**config.mk**
```make
export PLATFORM = sky130hd
export DESIGN_NAME = two_axis_servo_stepper_core_flat
export DESIGN_NICKNAME = d
export VERILOG_FILES = /design/src/design/tass_pkg.sv /design/src/design/tass_req_if.sv /design/src/design/tass_res_if.sv /design/src/design/tass_step.sv /design/src/design/two_axis_servo_stepper_core.sv /design/src/flat_wrapper.sv
export SDC_FILE = /design/constraint.sdc
export NUM_CORES = 1
export LEC_CHECK = 0
export CORE_MARGIN = 3
export CORE_UTILIZATION = 45
export DETAILED_ROUTE_END_ITERATION = 6
export DONT_BUFFER_PORTS = 1
export SLEW_MARGIN = 20
export SYNTH_ARGS = -nofsm -noshare
export SYNTH_HDL_FRONTEND = slang
export SYNTH_HIERARCHICAL = 1
export SYNTH_SLANG_ARGS = --single-unit
```
**constraint.sdc**
```tcl
create_clock -name i_clk -period 27.1 [get_ports i_clk]
set_input_delay 4.065 -clock i_clk [delete_from_list [all_inputs] [get_ports i_clk]]
set_output_delay 4.065 -clock i_clk [all_outputs]
set_load 0.03 [all_outputs]
```
**src/design/tass_pkg.sv**
```systemverilog
// Package: shared types, constants and helper functions for the two-axis servo stepper.
package tass_pkg;

    localparam int ANGLE_W    = 8;
    localparam int SETTLE_W   = 16;
    localparam int CFG_IDX_W  = 3;
    localparam int CFG_DATA_W = 16;

    localparam logic [ANGLE_W-1:0] ANGLE_MAX  = 8'd180;
    localparam logic [ANGLE_W-1:0] ALPHA_HOME = 8'd90;
    localparam logic [ANGLE_W-1:0] BETA_HOME  = 8'd0;

    localparam logic [SETTLE_W-1:0] SETTLE_RST   = 16'd50;
    localparam logic [ANGLE_W-1:0]  PEN_UP_RST   = 8'd90;
    localparam logic [ANGLE_W-1:0]  PEN_DOWN_RST = 8'd0;
    localparam logic [ANGLE_W-1:0]  TRIM_RST     = 8'd8;

    localparam logic [CFG_IDX_W-1:0] CFG_SETTLE_TICKS = 3'd0;
    localparam logic [CFG_IDX_W-1:0] CFG_PEN_UP       = 3'd1;
    localparam logic [CFG_IDX_W-1:0] CFG_PEN_DOWN     = 3'd2;
    localparam logic [CFG_IDX_W-1:0] CFG_ALPHA_TRIM   = 3'd3;
    localparam logic [CFG_IDX_W-1:0] CFG_BETA_TRIM    = 3'd4;

    typedef enum logic [1:0] {
        REQ_TICK    = 2'd0,
        REQ_MOVE    = 2'd1,
        REQ_LIFT    = 2'd2,
        REQ_STANDBY = 2'd3
    } t_req_kind;

    typedef struct packed {
        t_req_kind          req_type;
        logic [ANGLE_W-1:0] goal_alpha;
        logic [ANGLE_W-1:0] goal_beta;
        logic               jump_now;
        logic               raise_pen;
    } t_req;

    typedef struct packed {
        logic [ANGLE_W-1:0] alpha_drive;
        logic [ANGLE_W-1:0] beta_drive;
        logic [ANGLE_W-1:0] pen_angle;
        logic [ANGLE_W-1:0] alpha_now;
        logic [ANGLE_W-1:0] beta_now;
        logic               busy_res;
        logic               pen_raised;
    } t_res;

    typedef struct packed {
        logic [ANGLE_W-1:0] pos;
        logic [ANGLE_W-1:0] goal;
        logic [ANGLE_W-1:0] origin;
    } t_axis;

    function automatic logic [ANGLE_W-1:0] clamp180(input logic [ANGLE_W:0] v);
        return (v > {1'b0, ANGLE_MAX}) ? ANGLE_MAX : v[ANGLE_W-1:0];
    endfunction

    function automatic logic [ANGLE_W-1:0] drive_of(input logic [ANGLE_W-1:0] pos,
                                                   input logic [ANGLE_W-1:0] trim);
        logic [ANGLE_W:0] sum;
        sum = {1'b0, pos} + {1'b0, trim};
        return ANGLE_MAX - clamp180(sum);
    endfunction

endpackage

```
**src/design/tass_req_if.sv**
```systemverilog
// Interface: request channel carrying one stepper request.
interface tass_req_if;
    import tass_pkg::*;

    logic valid;
    logic ready;
    t_req data;

    modport source (output valid, output data, input ready);
    modport sink   (input valid, input data, output ready);
endinterface

```
**src/design/tass_res_if.sv**
```systemverilog
// Interface: result channel carrying drive values and status.
interface tass_res_if;
    import tass_pkg::*;

    logic valid;
    logic ready;
    t_res data;

    modport source (output valid, output data, input ready);
    modport sink   (input valid, input data, output ready);
endinterface

```
**src/design/tass_step.sv**
```systemverilog
// Step selection: ranks remaining path fractions and steps the lagging axis, or both axes on a tie.
module tass_step (
    input  tass_pkg::t_axis              i_alpha,
    input  tass_pkg::t_axis              i_beta,
    output logic [tass_pkg::ANGLE_W-1:0] o_alpha_next,
    output logic [tass_pkg::ANGLE_W-1:0] o_beta_next
);
    import tass_pkg::*;

    logic [ANGLE_W-1:0]   da, db, ra, rb;
    logic [2*ANGLE_W-1:0] lhs, rhs;
    logic                 alpha_go, beta_go;

    function automatic logic [ANGLE_W-1:0] absdiff(input logic [ANGLE_W-1:0] a,
                                                  input logic [ANGLE_W-1:0] b);
        return (a > b) ? (a - b) : (b - a);
    endfunction

    function automatic logic [ANGLE_W-1:0] step_toward(input logic [ANGLE_W-1:0] pos,
                                                      input logic [ANGLE_W-1:0] goal);
        logic [ANGLE_W-1:0] res;
        if (pos < goal) begin
            res = clamp180({1'b0, pos} + 9'd1);
        end else if (pos > goal) begin
            res = pos - 8'd1;
        end else begin
            res = pos;
        end
        return res;
    endfunction

    always_comb begin
        da  = absdiff(i_alpha.goal, i_alpha.origin);
        db  = absdiff(i_beta.goal, i_beta.origin);
        ra  = absdiff(i_alpha.goal, i_alpha.pos);
        rb  = absdiff(i_beta.goal, i_beta.pos);
        lhs = {{ANGLE_W{1'b0}}, ra} * {{ANGLE_W{1'b0}}, db};
        rhs = {{ANGLE_W{1'b0}}, rb} * {{ANGLE_W{1'b0}}, da};
        // zero planned travel ranks lowest; both zero counts as a tie
        if (da == '0 && db == '0) begin
            alpha_go = 1'b1;
            beta_go  = 1'b1;
        end else if (da == '0) begin
            alpha_go = 1'b0;
            beta_go  = 1'b1;
        end else if (db == '0) begin
            alpha_go = 1'b1;
            beta_go  = 1'b0;
        end else begin
            alpha_go = (lhs >= rhs);
            beta_go  = (lhs <= rhs);
        end
        o_alpha_next = alpha_go ? step_toward(i_alpha.pos, i_alpha.goal) : i_alpha.pos;
        o_beta_next  = beta_go  ? step_toward(i_beta.pos, i_beta.goal)   : i_beta.pos;
    end

endmodule

```
**src/design/two_axis_servo_stepper_core.sv**
```systemverilog
// Top level: two-axis servo stepper with pen lift, settle countdown and drive outputs.
// An accepted request passes the request register, then the result register, to the output.
// Throughput: one request per cycle while results are taken; each register holds one item.
// The state update is a single pass through the step ranking (two 8x8 products and a compare).
// Synchronous active-low reset: alpha 90, beta 0, pen at 90, nothing pending,
// configuration registers at their defaults, both pipeline registers empty.
module two_axis_servo_stepper_core (
    input  logic                             i_clk,
    input  logic                             i_rst_n,
    input  logic                             i_cfg_we,
    input  logic [tass_pkg::CFG_IDX_W-1:0]   i_cfg_idx,
    input  logic [tass_pkg::CFG_DATA_W-1:0]  i_cfg_data,
    tass_req_if.sink                         i_req,
    tass_res_if.source                       o_res
);
    import tass_pkg::*;

    logic [SETTLE_W-1:0] r_settle_ticks;
    logic [ANGLE_W-1:0]  r_pen_up, r_pen_down, r_alpha_trim, r_beta_trim;

    logic [ANGLE_W-1:0]  r_alpha_pos, r_beta_pos, r_alpha_origin, r_beta_origin;
    logic [ANGLE_W-1:0]  r_alpha_goal, r_beta_goal, r_vertical_pos;
    logic                r_pending, r_jump_pending;
    logic [SETTLE_W-1:0] r_settle_count;

    logic [ANGLE_W-1:0]  n_alpha_pos, n_beta_pos, n_alpha_origin, n_beta_origin;
    logic [ANGLE_W-1:0]  n_alpha_goal, n_beta_goal, n_vertical_pos;
    logic                n_pending, n_jump_pending;
    logic [SETTLE_W-1:0] n_settle_count;

    logic                r_in_valid;
    t_req                r_in_data;
    logic                r_out_valid;
    t_res                r_out_data;
    t_res                n_out_data;

    logic                advance, fire;
    logic [ANGLE_W-1:0]  up_ang, want_ang, step_alpha, step_beta;
    t_axis               alpha_axis, beta_axis;

    assign advance     = !r_out_valid || o_res.ready;
    assign fire        = r_in_valid && advance;
    assign i_req.ready = !r_in_valid || advance;
    assign o_res.valid = r_out_valid;
    assign o_res.data  = r_out_data;

    assign alpha_axis = '{pos: r_alpha_pos, goal: r_alpha_goal, origin: r_alpha_origin};
    assign beta_axis  = '{pos: r_beta_pos, goal: r_beta_goal, origin: r_beta_origin};

    tass_step u_step (
        .i_alpha      (alpha_axis),
        .i_beta       (beta_axis),
        .o_alpha_next (step_alpha),
        .o_beta_next  (step_beta)
    );

    always_ff @(posedge i_clk) begin
        if (!i_rst_n) begin
            r_settle_ticks <= SETTLE_RST;
            r_pen_up       <= PEN_UP_RST;
            r_pen_down     <= PEN_DOWN_RST;
            r_alpha_trim   <= TRIM_RST;
            r_beta_trim    <= TRIM_RST;
        end else if (i_cfg_we) begin
            case (i_cfg_idx)
                CFG_SETTLE_TICKS: r_settle_ticks <= i_cfg_data;
                CFG_PEN_UP:       r_pen_up       <= i_cfg_data[ANGLE_W-1:0];
                CFG_PEN_DOWN:     r_pen_down     <= i_cfg_data[ANGLE_W-1:0];
                CFG_ALPHA_TRIM:   r_alpha_trim   <= i_cfg_data[ANGLE_W-1:0];
                CFG_BETA_TRIM:    r_beta_trim    <= i_cfg_data[ANGLE_W-1:0];
                default: ;
            endcase
        end
    end

    always_comb begin
        n_alpha_pos    = r_alpha_pos;
        n_beta_pos     = r_beta_pos;
        n_alpha_origin = r_alpha_origin;
        n_beta_origin  = r_beta_origin;
        n_alpha_goal   = r_alpha_goal;
        n_beta_goal    = r_beta_goal;
        n_vertical_pos = r_vertical_pos;
        n_pending      = r_pending;
        n_jump_pending = r_jump_pending;
        n_settle_count = r_settle_count;
        up_ang         = clamp180({1'b0, r_pen_up});
        want_ang       = r_in_data.raise_pen ? up_ang : clamp180({1'b0, r_pen_down});

        case (r_in_data.req_type)
            REQ_TICK: begin
                if (r_settle_count != '0) begin
                    n_settle_count = r_settle_count - 1'b1;
                end else if (r_pending) begin
                    if (r_jump_pending) begin
                        n_alpha_pos    = r_alpha_goal;
                        n_beta_pos     = r_beta_goal;
                        n_alpha_origin = r_alpha_goal;
                        n_beta_origin  = r_beta_goal;
                        n_jump_pending = 1'b0;
                        n_settle_count = r_settle_ticks;
                    end else if (r_alpha_pos == r_alpha_goal && r_beta_pos == r_beta_goal) begin
                        n_pending = 1'b0;
                    end else begin
                        n_alpha_pos = step_alpha;
                        n_beta_pos  = step_beta;
                    end
                end
            end
            REQ_MOVE: begin
                n_alpha_origin = r_alpha_pos;
                n_beta_origin  = r_beta_pos;
                n_alpha_goal   = clamp180({1'b0, r_in_data.goal_alpha});
                n_beta_goal    = clamp180({1'b0, r_in_data.goal_beta});
                n_jump_pending = r_jump_pending || r_in_data.jump_now;
                n_pending      = 1'b1;
            end
            REQ_LIFT: begin
                if (r_vertical_pos != want_ang) begin
                    n_vertical_pos = want_ang;
                    n_pending      = 1'b1;
                    n_settle_count = r_settle_ticks;
                end
            end
            REQ_STANDBY: begin
                n_alpha_goal = ALPHA_HOME;
                n_beta_goal  = BETA_HOME;
                n_alpha_pos  = ALPHA_HOME;
                n_beta_pos   = BETA_HOME;
            end
            default: ;
        endcase

        n_out_data.alpha_drive = drive_of(n_alpha_pos, r_alpha_trim);
        n_out_data.beta_drive  = drive_of(n_beta_pos, r_beta_trim);
        n_out_data.pen_angle   = n_vertical_pos;
        n_out_data.alpha_now   = n_alpha_pos;
        n_out_data.beta_now    = n_beta_pos;
        n_out_data.busy_res    = n_pending;
        n_out_data.pen_raised  = (n_vertical_pos == up_ang);
    end

    always_ff @(posedge i_clk) begin
        if (!i_rst_n) begin
            r_alpha_pos    <= ALPHA_HOME;
            r_beta_pos     <= BETA_HOME;
            r_alpha_origin <= '0;
            r_beta_origin  <= '0;
            r_alpha_goal   <= ALPHA_HOME;
            r_beta_goal    <= BETA_HOME;
            r_vertical_pos <= PEN_UP_RST;
            r_pending      <= 1'b0;
            r_jump_pending <= 1'b0;
            r_settle_count <= '0;
        end else if (fire) begin
            r_alpha_pos    <= n_alpha_pos;
            r_beta_pos     <= n_beta_pos;
            r_alpha_origin <= n_alpha_origin;
            r_beta_origin  <= n_beta_origin;
            r_alpha_goal   <= n_alpha_goal;
            r_beta_goal    <= n_beta_goal;
            r_vertical_pos <= n_vertical_pos;
            r_pending      <= n_pending;
            r_jump_pending <= n_jump_pending;
            r_settle_count <= n_settle_count;
        end
    end

    always_ff @(posedge i_clk) begin
        if (!i_rst_n) begin
            r_in_valid  <= 1'b0;
            r_out_valid <= 1'b0;
        end else begin
            if (i_req.ready) begin
                r_in_valid <= i_req.valid;
            end
            if (advance) begin
                r_out_valid <= r_in_valid;
            end
        end
    end

    always_ff @(posedge i_clk) begin
        if (i_req.ready && i_req.valid) begin
            r_in_data <= i_req.data;
        end
        if (fire) begin
            r_out_data <= n_out_data;
        end
    end

    // a jump is only ever armed together with a pending move
    a_jump_implies_pending: assert property (@(posedge i_clk) disable iff (!i_rst_n)
        r_jump_pending |-> r_pending)
        else $error("jump armed without pending move");

    // positions and goals stay within servo range
    a_angles_in_range: assert property (@(posedge i_clk) disable iff (!i_rst_n)
        r_alpha_pos <= ANGLE_MAX && r_beta_pos <= ANGLE_MAX &&
        r_alpha_goal <= ANGLE_MAX && r_beta_goal <= ANGLE_MAX &&
        r_vertical_pos <= ANGLE_MAX)
        else $error("angle out of range");

    // a tick during the settle wait only counts down
    a_settle_holds_axes: assert property (@(posedge i_clk) disable iff (!i_rst_n)
        fire && r_in_data.req_type == REQ_TICK && r_settle_count != '0 |=>
        $stable(r_alpha_pos) && $stable(r_beta_pos) &&
        r_settle_count == $past(r_settle_count) - 1'b1)
        else $error("axes moved during settle wait");

    // the request stage never drops an item while the result side stalls
    a_hold_on_stall: assert property (@(posedge i_clk) disable iff (!i_rst_n)
        r_in_valid && !advance |=> r_in_valid && $stable(r_in_data))
        else $error("request register lost an item");

endmodule

```
**src/flat_wrapper.sv**
```systemverilog
// flat-port wrapper written by rule: the top's interface ports become plain ports
module two_axis_servo_stepper_core_flat import tass_pkg::*;
  (i_clk, i_rst_n, i_cfg_we, i_cfg_idx, i_cfg_data, i_req_valid, i_req_data, i_req_ready, o_res_valid, o_res_data, o_res_ready);
  tass_req_if i_req_i ();
  tass_res_if o_res_i ();
  input  logic i_clk;
  input  logic i_rst_n;
  input  logic i_cfg_we;
  input  logic [tass_pkg::CFG_IDX_W-1:0] i_cfg_idx;
  input  logic [tass_pkg::CFG_DATA_W-1:0] i_cfg_data;
  input wire logic [$bits(i_req_i.valid)-1:0] i_req_valid;
  input wire logic [$bits(i_req_i.data)-1:0] i_req_data;
  output wire logic [$bits(i_req_i.ready)-1:0] i_req_ready;
  output wire logic [$bits(o_res_i.valid)-1:0] o_res_valid;
  output wire logic [$bits(o_res_i.data)-1:0] o_res_data;
  input wire logic [$bits(o_res_i.ready)-1:0] o_res_ready;
  assign i_req_i.valid = i_req_valid;
  assign i_req_i.data = i_req_data;
  assign i_req_ready = i_req_i.ready;
  assign o_res_valid = o_res_i.valid;
  assign o_res_data = o_res_i.data;
  assign o_res_i.ready = o_res_ready;
  two_axis_servo_stepper_core u_core (.i_clk(i_clk), .i_rst_n(i_rst_n), .i_cfg_we(i_cfg_we), .i_cfg_idx(i_cfg_idx), .i_cfg_data(i_cfg_data), .i_req(i_req_i), .o_res(o_res_i));
endmodule
```
Word-level counts from Yosys, hierarchy flattened
Cells that the tools add are included.
{"block": "classes", "mux": 61, "add_sub_neg": 17, "n_lt_le_gt_ge": 18, "n_reduce_logical": 26, "eq_ne": 17, "n_mul": 2}
{"cell": "$mux W8", "count": 35}
{"cell": "$pmux W8 S2", "count": 6}
{"cell": "$mux W16", "count": 4}
{"cell": "$sub A8 B8 Y8", "count": 8}
{"cell": "$gt A8 B8 Y1", "count": 6}
{"cell": "$gt A9 B8 Y1 const B", "count": 4}
{"cell": "$gt A8 B8 Y1 const B", "count": 4}
{"cell": "$mul A8 B8 Y16", "count": 2}
{"cell": "$pmux W16 S2", "count": 1}
{"cell": "$eq A8 B8 Y1", "count": 3}
{"cell": "$add A8 B1 Y9 const B", "count": 2}
{"cell": "$add A8 B8 Y9", "count": 2}
{"cell": "$ge A16 B16 Y1", "count": 1}
{"cell": "$le A16 B16 Y1", "count": 1}
{"cell": "$logic_not A8 Y1", "count": 2}
{"cell": "$lt A8 B8 Y1", "count": 2}
{"cell": "$reduce_bool A16 Y1", "count": 1}
{"cell": "$sub A16 B1 Y16 const B", "count": 1}
{"cell": "$sub A8 B1 Y8 const B", "count": 2}
{"cell": "$sub A8 B8 Y8 const A", "count": 2}
{"cell": "$mux W1", "count": 13}
{"cell": "$reduce_and A2 Y1", "count": 6}
{"cell": "$reduce_and A5 Y1", "count": 2}
{"cell": "$ne A8 B8 Y1", "count": 1}
{"cell": "other kinds (17)", "count": 30}
{"block": "totals", "wordCells": 170, "ff_bits": 186}

Logic depth before layout (Yosys ltp)
{"block": "depth", "word_depth": 17, "depth_mapped": 54, "ltp_nobuf": 53}

Modules after synthesis
The synthesis kept the hierarchy.
{"module": "two_axis_servo_stepper_core", "instances": 1, "area_each_um2": 9648.0, "cells_per_inst": 1089}
{"module": "tass_step", "instances": 1, "area_each_um2": 8126.5, "cells_per_inst": 1044}

Least setup slack after synthesis
Ideal clock, no wire load.
{"block": "synth_path", "kind": "register to register", "start": "reg u_core.r_alpha_pos[1]", "end": "reg u_core.r_out_data (netlist bit u_core/o_res.data[38]), data pin", "path_buffers": 0, "stages_incl_launch_ff": 51, "arrival_ns": 11.156, "path_slack_ns": 15.785, "required_ns": 26.941, "synth_period_minus_slack_ns": 11.315, "path_cell_list": "dfxtp_1 inv_1 fa_1 a21o_1 a21oi_1 o221ai_1 nand2_1 mux2_2 a211oi_2 xor2_1 nor2_1 fa_1 inv_1 fa_1 fa_1 fa_1 inv_1 ha_1 [... 15 more ...] o22ai_1 o2bb2ai_1 a22oi_1 o21ai_0 ha_1 fa_1 a21o_1 a21o_1 xnor2_1 a2111oi_0 o211ai_1 and2_1 nand2_1 ha_1 nor2_1 o21ai_0 o21ai_0 a22oi_1"}
{"element": "start: declaration", "line_no": "two_axis_servo_stepper_core.sv:21", "rtl": "logic [ANGLE_W-1:0] r_alpha_pos, r_beta_pos, r_alpha_origin, r_beta_origin;"}
{"element": "start signal: assignment", "line_no": "two_axis_servo_stepper_core.sv:156", "rtl": "r_alpha_pos <= n_alpha_pos;"}
{"element": "end signal: assignment", "line_no": "two_axis_servo_stepper_core.sv:188", "rtl": "r_out_data <= n_out_data;"}
{"element": "end: declaration", "line_no": "two_axis_servo_stepper_core.sv:34", "rtl": "t_res r_out_data;"}

==> metrics.txt <==
worst hold start u_core/r_settle_ticks[2]$_SDFFE_PN0P_; routed vias ~16,000; fraction of registers with async set/reset 0%; Area Overhead vs Synth 5.68%; slowest CP cell a2111oi_0; Req. time, crit path roughly 27 ns; core area about 39,000 sq um; Syn Nets 2,439; CP Capture Type register; filler instances around 3,800; WL met3 2.82 mm; Worst-Margin Slew between 1 and 1.5 ns; Root Buffer clkbuf_16; IO Port Bufs 0; Max clock buf depth 2; chip height 205 um; power density cells around 63 nW/um^2; Total GRT Usage between 20% and 30%; drt drc 0; vias in the first global route about 15,000; TNS Setup 0 ns; Slew Viols, Final 0; die width ~200 um; yosys synthesis warning count 6; CTS tree built; Max-Cap Viols 0; Yosys cell types 94; Met2 Wirelength approximately 24 mm; post-synthesis cell count 2,133; r2r startpoint u_core/r_alpha_pos[1]$_SDFFE_PN1P_; layout cells sized above 1 roughly 5.5%; Detailed Routing Iterations Pass 1 6; Mean Syn Cell Area between 8 and 9 sq um; Final period util around 50%; leading cell type in the layout, fill and taps excluded nor2_1; pin count of the biggest net entering global routing 60; worst hold path class register to register; Core Rows between 70 and 80; final antenna-violating net count 0; first-pass GRT wire length 81.1 mm; Hold Fails Final Rpt 0; Peak VDD IR between 0.06 and 0.07 mV; Leak a little under 8 nW; Metal-1 WL roughly 23 mm; cts repair resizes 0; GRT Residual Overflow 0; CP max FO 14; Max-slew headroom 29.3%; Post-synth EDFFs 62; sequential area share after synthesis roughly a quarter; clock transition at the registers of the reported paths ~0.07 ns; utilization after layout between 40% and 50%; Initial Utilization a little under half; final wirelength between 50 and 60 mm; cts bufs inserted 17; highest metal used met4; RSZ-0062 raised after global routing false; DRT iter0 DRCs 1,314; Max Clk Rate ~75 MHz; clock skew around 0.012 ns; ANT cells 0; register area 4340 sq um; Setup crit start u_core/r_alpha_pos[1]$_SDFFE_PN1P_; Ports 88; wire per inst about 20 um; Netlist Area Pre-Place 17,800 sq um; hold_buf cts 0; Min Hold Slack approximately 0.46 ns; die area around 42,000 sq um; setup violators final 0; H-Tree Level Count 4; drt via density around 6; DP HPWL a little under 40 mm; Clock Sinks between 150 and 200; register bit total from synthesis approximately 190; Tmin final 13.37 ns; layout net count between 2,000 and 2,500; Final Power 1.18 mW; critical path launch point type register; Max stage delay on crit path between 0.7 and 0.8 ns; Top FF cell, synth dfxtp_1; commonest cells after routing, fill and taps aside nor2_1 (208), inv_1 (205), nand2_1 (197), ha_1 (180), a21oi_1 (152); status complete, no violations; area of the multi-input gates ~12,000 sq um; clock latency on the worst-skew pair between 0.4 and 0.5 ns; most used cell, CP fa_1; crit path DAT about 14 ns; crit path kind register to register; post-CTS setup repair buffer count 0; initial antenna violation count 0; RePlAce Congestion 0.936
[per-stage QoR]
stage | area [sq um] | worst slack [ns] | cells
6_report | 18800 | 13.73 | 2603
5_1_grt | 18800 | 12.83 | 2603
4_1_cts | 18800 | 13.84 | 2602
3_5_place_dp | 18100 | 13.91 | 2570
3_3_place_gp | 18100 | 14.41 | 2570
2_1_floorplan | 17800 | 15.79 | 2133
[registers in the layout, indices dropped and copies added, names as in the netlist]
signal	flops
u_core/r_in_valid	1
u_core/r_settle_count	16
u_core/r_pen_down	8
u_core/r_beta_trim	8
u_core/o_res.valid	1
u_core/r_alpha_goal	8
u_core/r_pen_up	8
u_core/r_pending	1
u_core/r_beta_pos	8
u_core/r_alpha_trim	8
u_core/r_settle_ticks	16
u_core/o_res.data	42
u_core/r_in_data	20
u_core/r_vertical_pos	8
u_core/r_jump_pending	1
u_core/r_beta_goal	8
u_core/r_alpha_pos	8
u_core/r_alpha_origin	8
u_core/r_beta_origin	8
[worst paths after layout]
check | end | slack, ns | cells after the start
worst max-delay path | u_core/o_res.data[38]$_DFFE_PP_ | 13.73 | 50
worst min-delay path | u_core/r_settle_ticks[2]$_SDFFE_PN0P_ | 0.46 | 2
worst max register to register | u_core/o_res.data[38]$_DFFE_PP_ | 13.73 | 50
worst min register to register | u_core/r_settle_ticks[2]$_SDFFE_PN0P_ | 0.46 | 2
[cells by family after synthesis]
kind of cell               Yosys count  share of synthesized area, %
and+or+nand+nor                    683                          18.3
AOI/OAI and AO/OA                  575                          22.0
buffers and inverters              300                          6.64
adders and majority gates          262                          21.9
DFF                                186                          24.4
xor gates and xnor gates            78                          3.93
muxes                               49                          2.80
[critical path: cells and delay by family, from the launching register on]
kind / cells / cell delay [ns]
adder cells (fa/ha/maj): 10 / 4.11
AND/OR/NAND/NOR: 10 / 1.69
buffers and inverters: 4 / 0.40
XOR/XNOR: 3 / 1.00
flip-flops: 1 / 0.69
AO/OA/AOI/OAI: 22 / 4.88
multiplexers: 1 / 0.41
[power breakdown]
part / internal (mW) / total (mW) / switching, mW / leakage (nW)
registers: 0.302 / 0.323 / 0.0209 / 1.59
logic: 0.216 / 0.576 / 0.360 / 6.01
clock network: 0.166 / 0.284 / 0.117 / 0.313
[area by class of cell]
type	count	share of cell area, %
inverters	210	4.20
well taps	518	3.45
repair buffers	10	0.400
flip-flops and latches	186	23.1
multi-input cells	1647	65.3
clock inverters	14	1.25
clock buffers	18	2.28
[cell usage after synthesis, drive strengths merged, types with 9 or more instances]
| library cell | instances | share of area, % |
|---|---|---|
| ha | 180 | 13 |
| dfxtp | 124 | 14 |
| a21o | 42 | 1.8 |
| nand4 | 27 | 0.95 |
| nor3 | 44 | 1.4 |
| o21a | 17 | 0.72 |
| a221oi | 9 | 0.44 |
| o311ai | 9 | 0.44 |
| nor2 | 208 | 4.4 |
| nand2b | 17 | 0.60 |
| buf | 28 | 0.89 |
| nand2 | 197 | 4.2 |
| a2bb2oi | 14 | 0.76 |
| or3 | 21 | 0.77 |
| xor2 | 30 | 1.5 |
| nand3 | 56 | 1.6 |
| or2 | 30 | 1.1 |
| a31oi | 23 | 0.81 |
| clkbuf | 62 | 1.3 |
| mux2i | 43 | 2.4 |
| and3 | 20 | 0.70 |
| o21bai | 10 | 0.42 |
| a21oi | 153 | 4.3 |
| o2111ai | 9 | 0.44 |
| a211oi | 38 | 1.7 |
| fa | 82 | 9.2 |
| a22oi | 14 | 0.70 |
| nor2b | 17 | 0.60 |
| o211ai | 19 | 0.80 |
| and2 | 12 | 0.42 |
| o31ai | 10 | 0.50 |
| o221ai | 12 | 0.59 |
| o21ai | 106 | 3.0 |
| edfxtp | 62 | 10 |
| xnor2 | 48 | 2.4 |
| inv | 206 | 4.4 |
[metal layers]
| metal | vias up | track usage, % |
|---|---|---|
| li1 | 7461 | - |
| met4 | 0 | 6.14 |
| met5 | - | 0 |
| met2 | 470 | 39.8 |
| met3 | 66 | 3.45 |
| met1 | 7555 | 33.0 |
(Power assumes the default switching activity.)
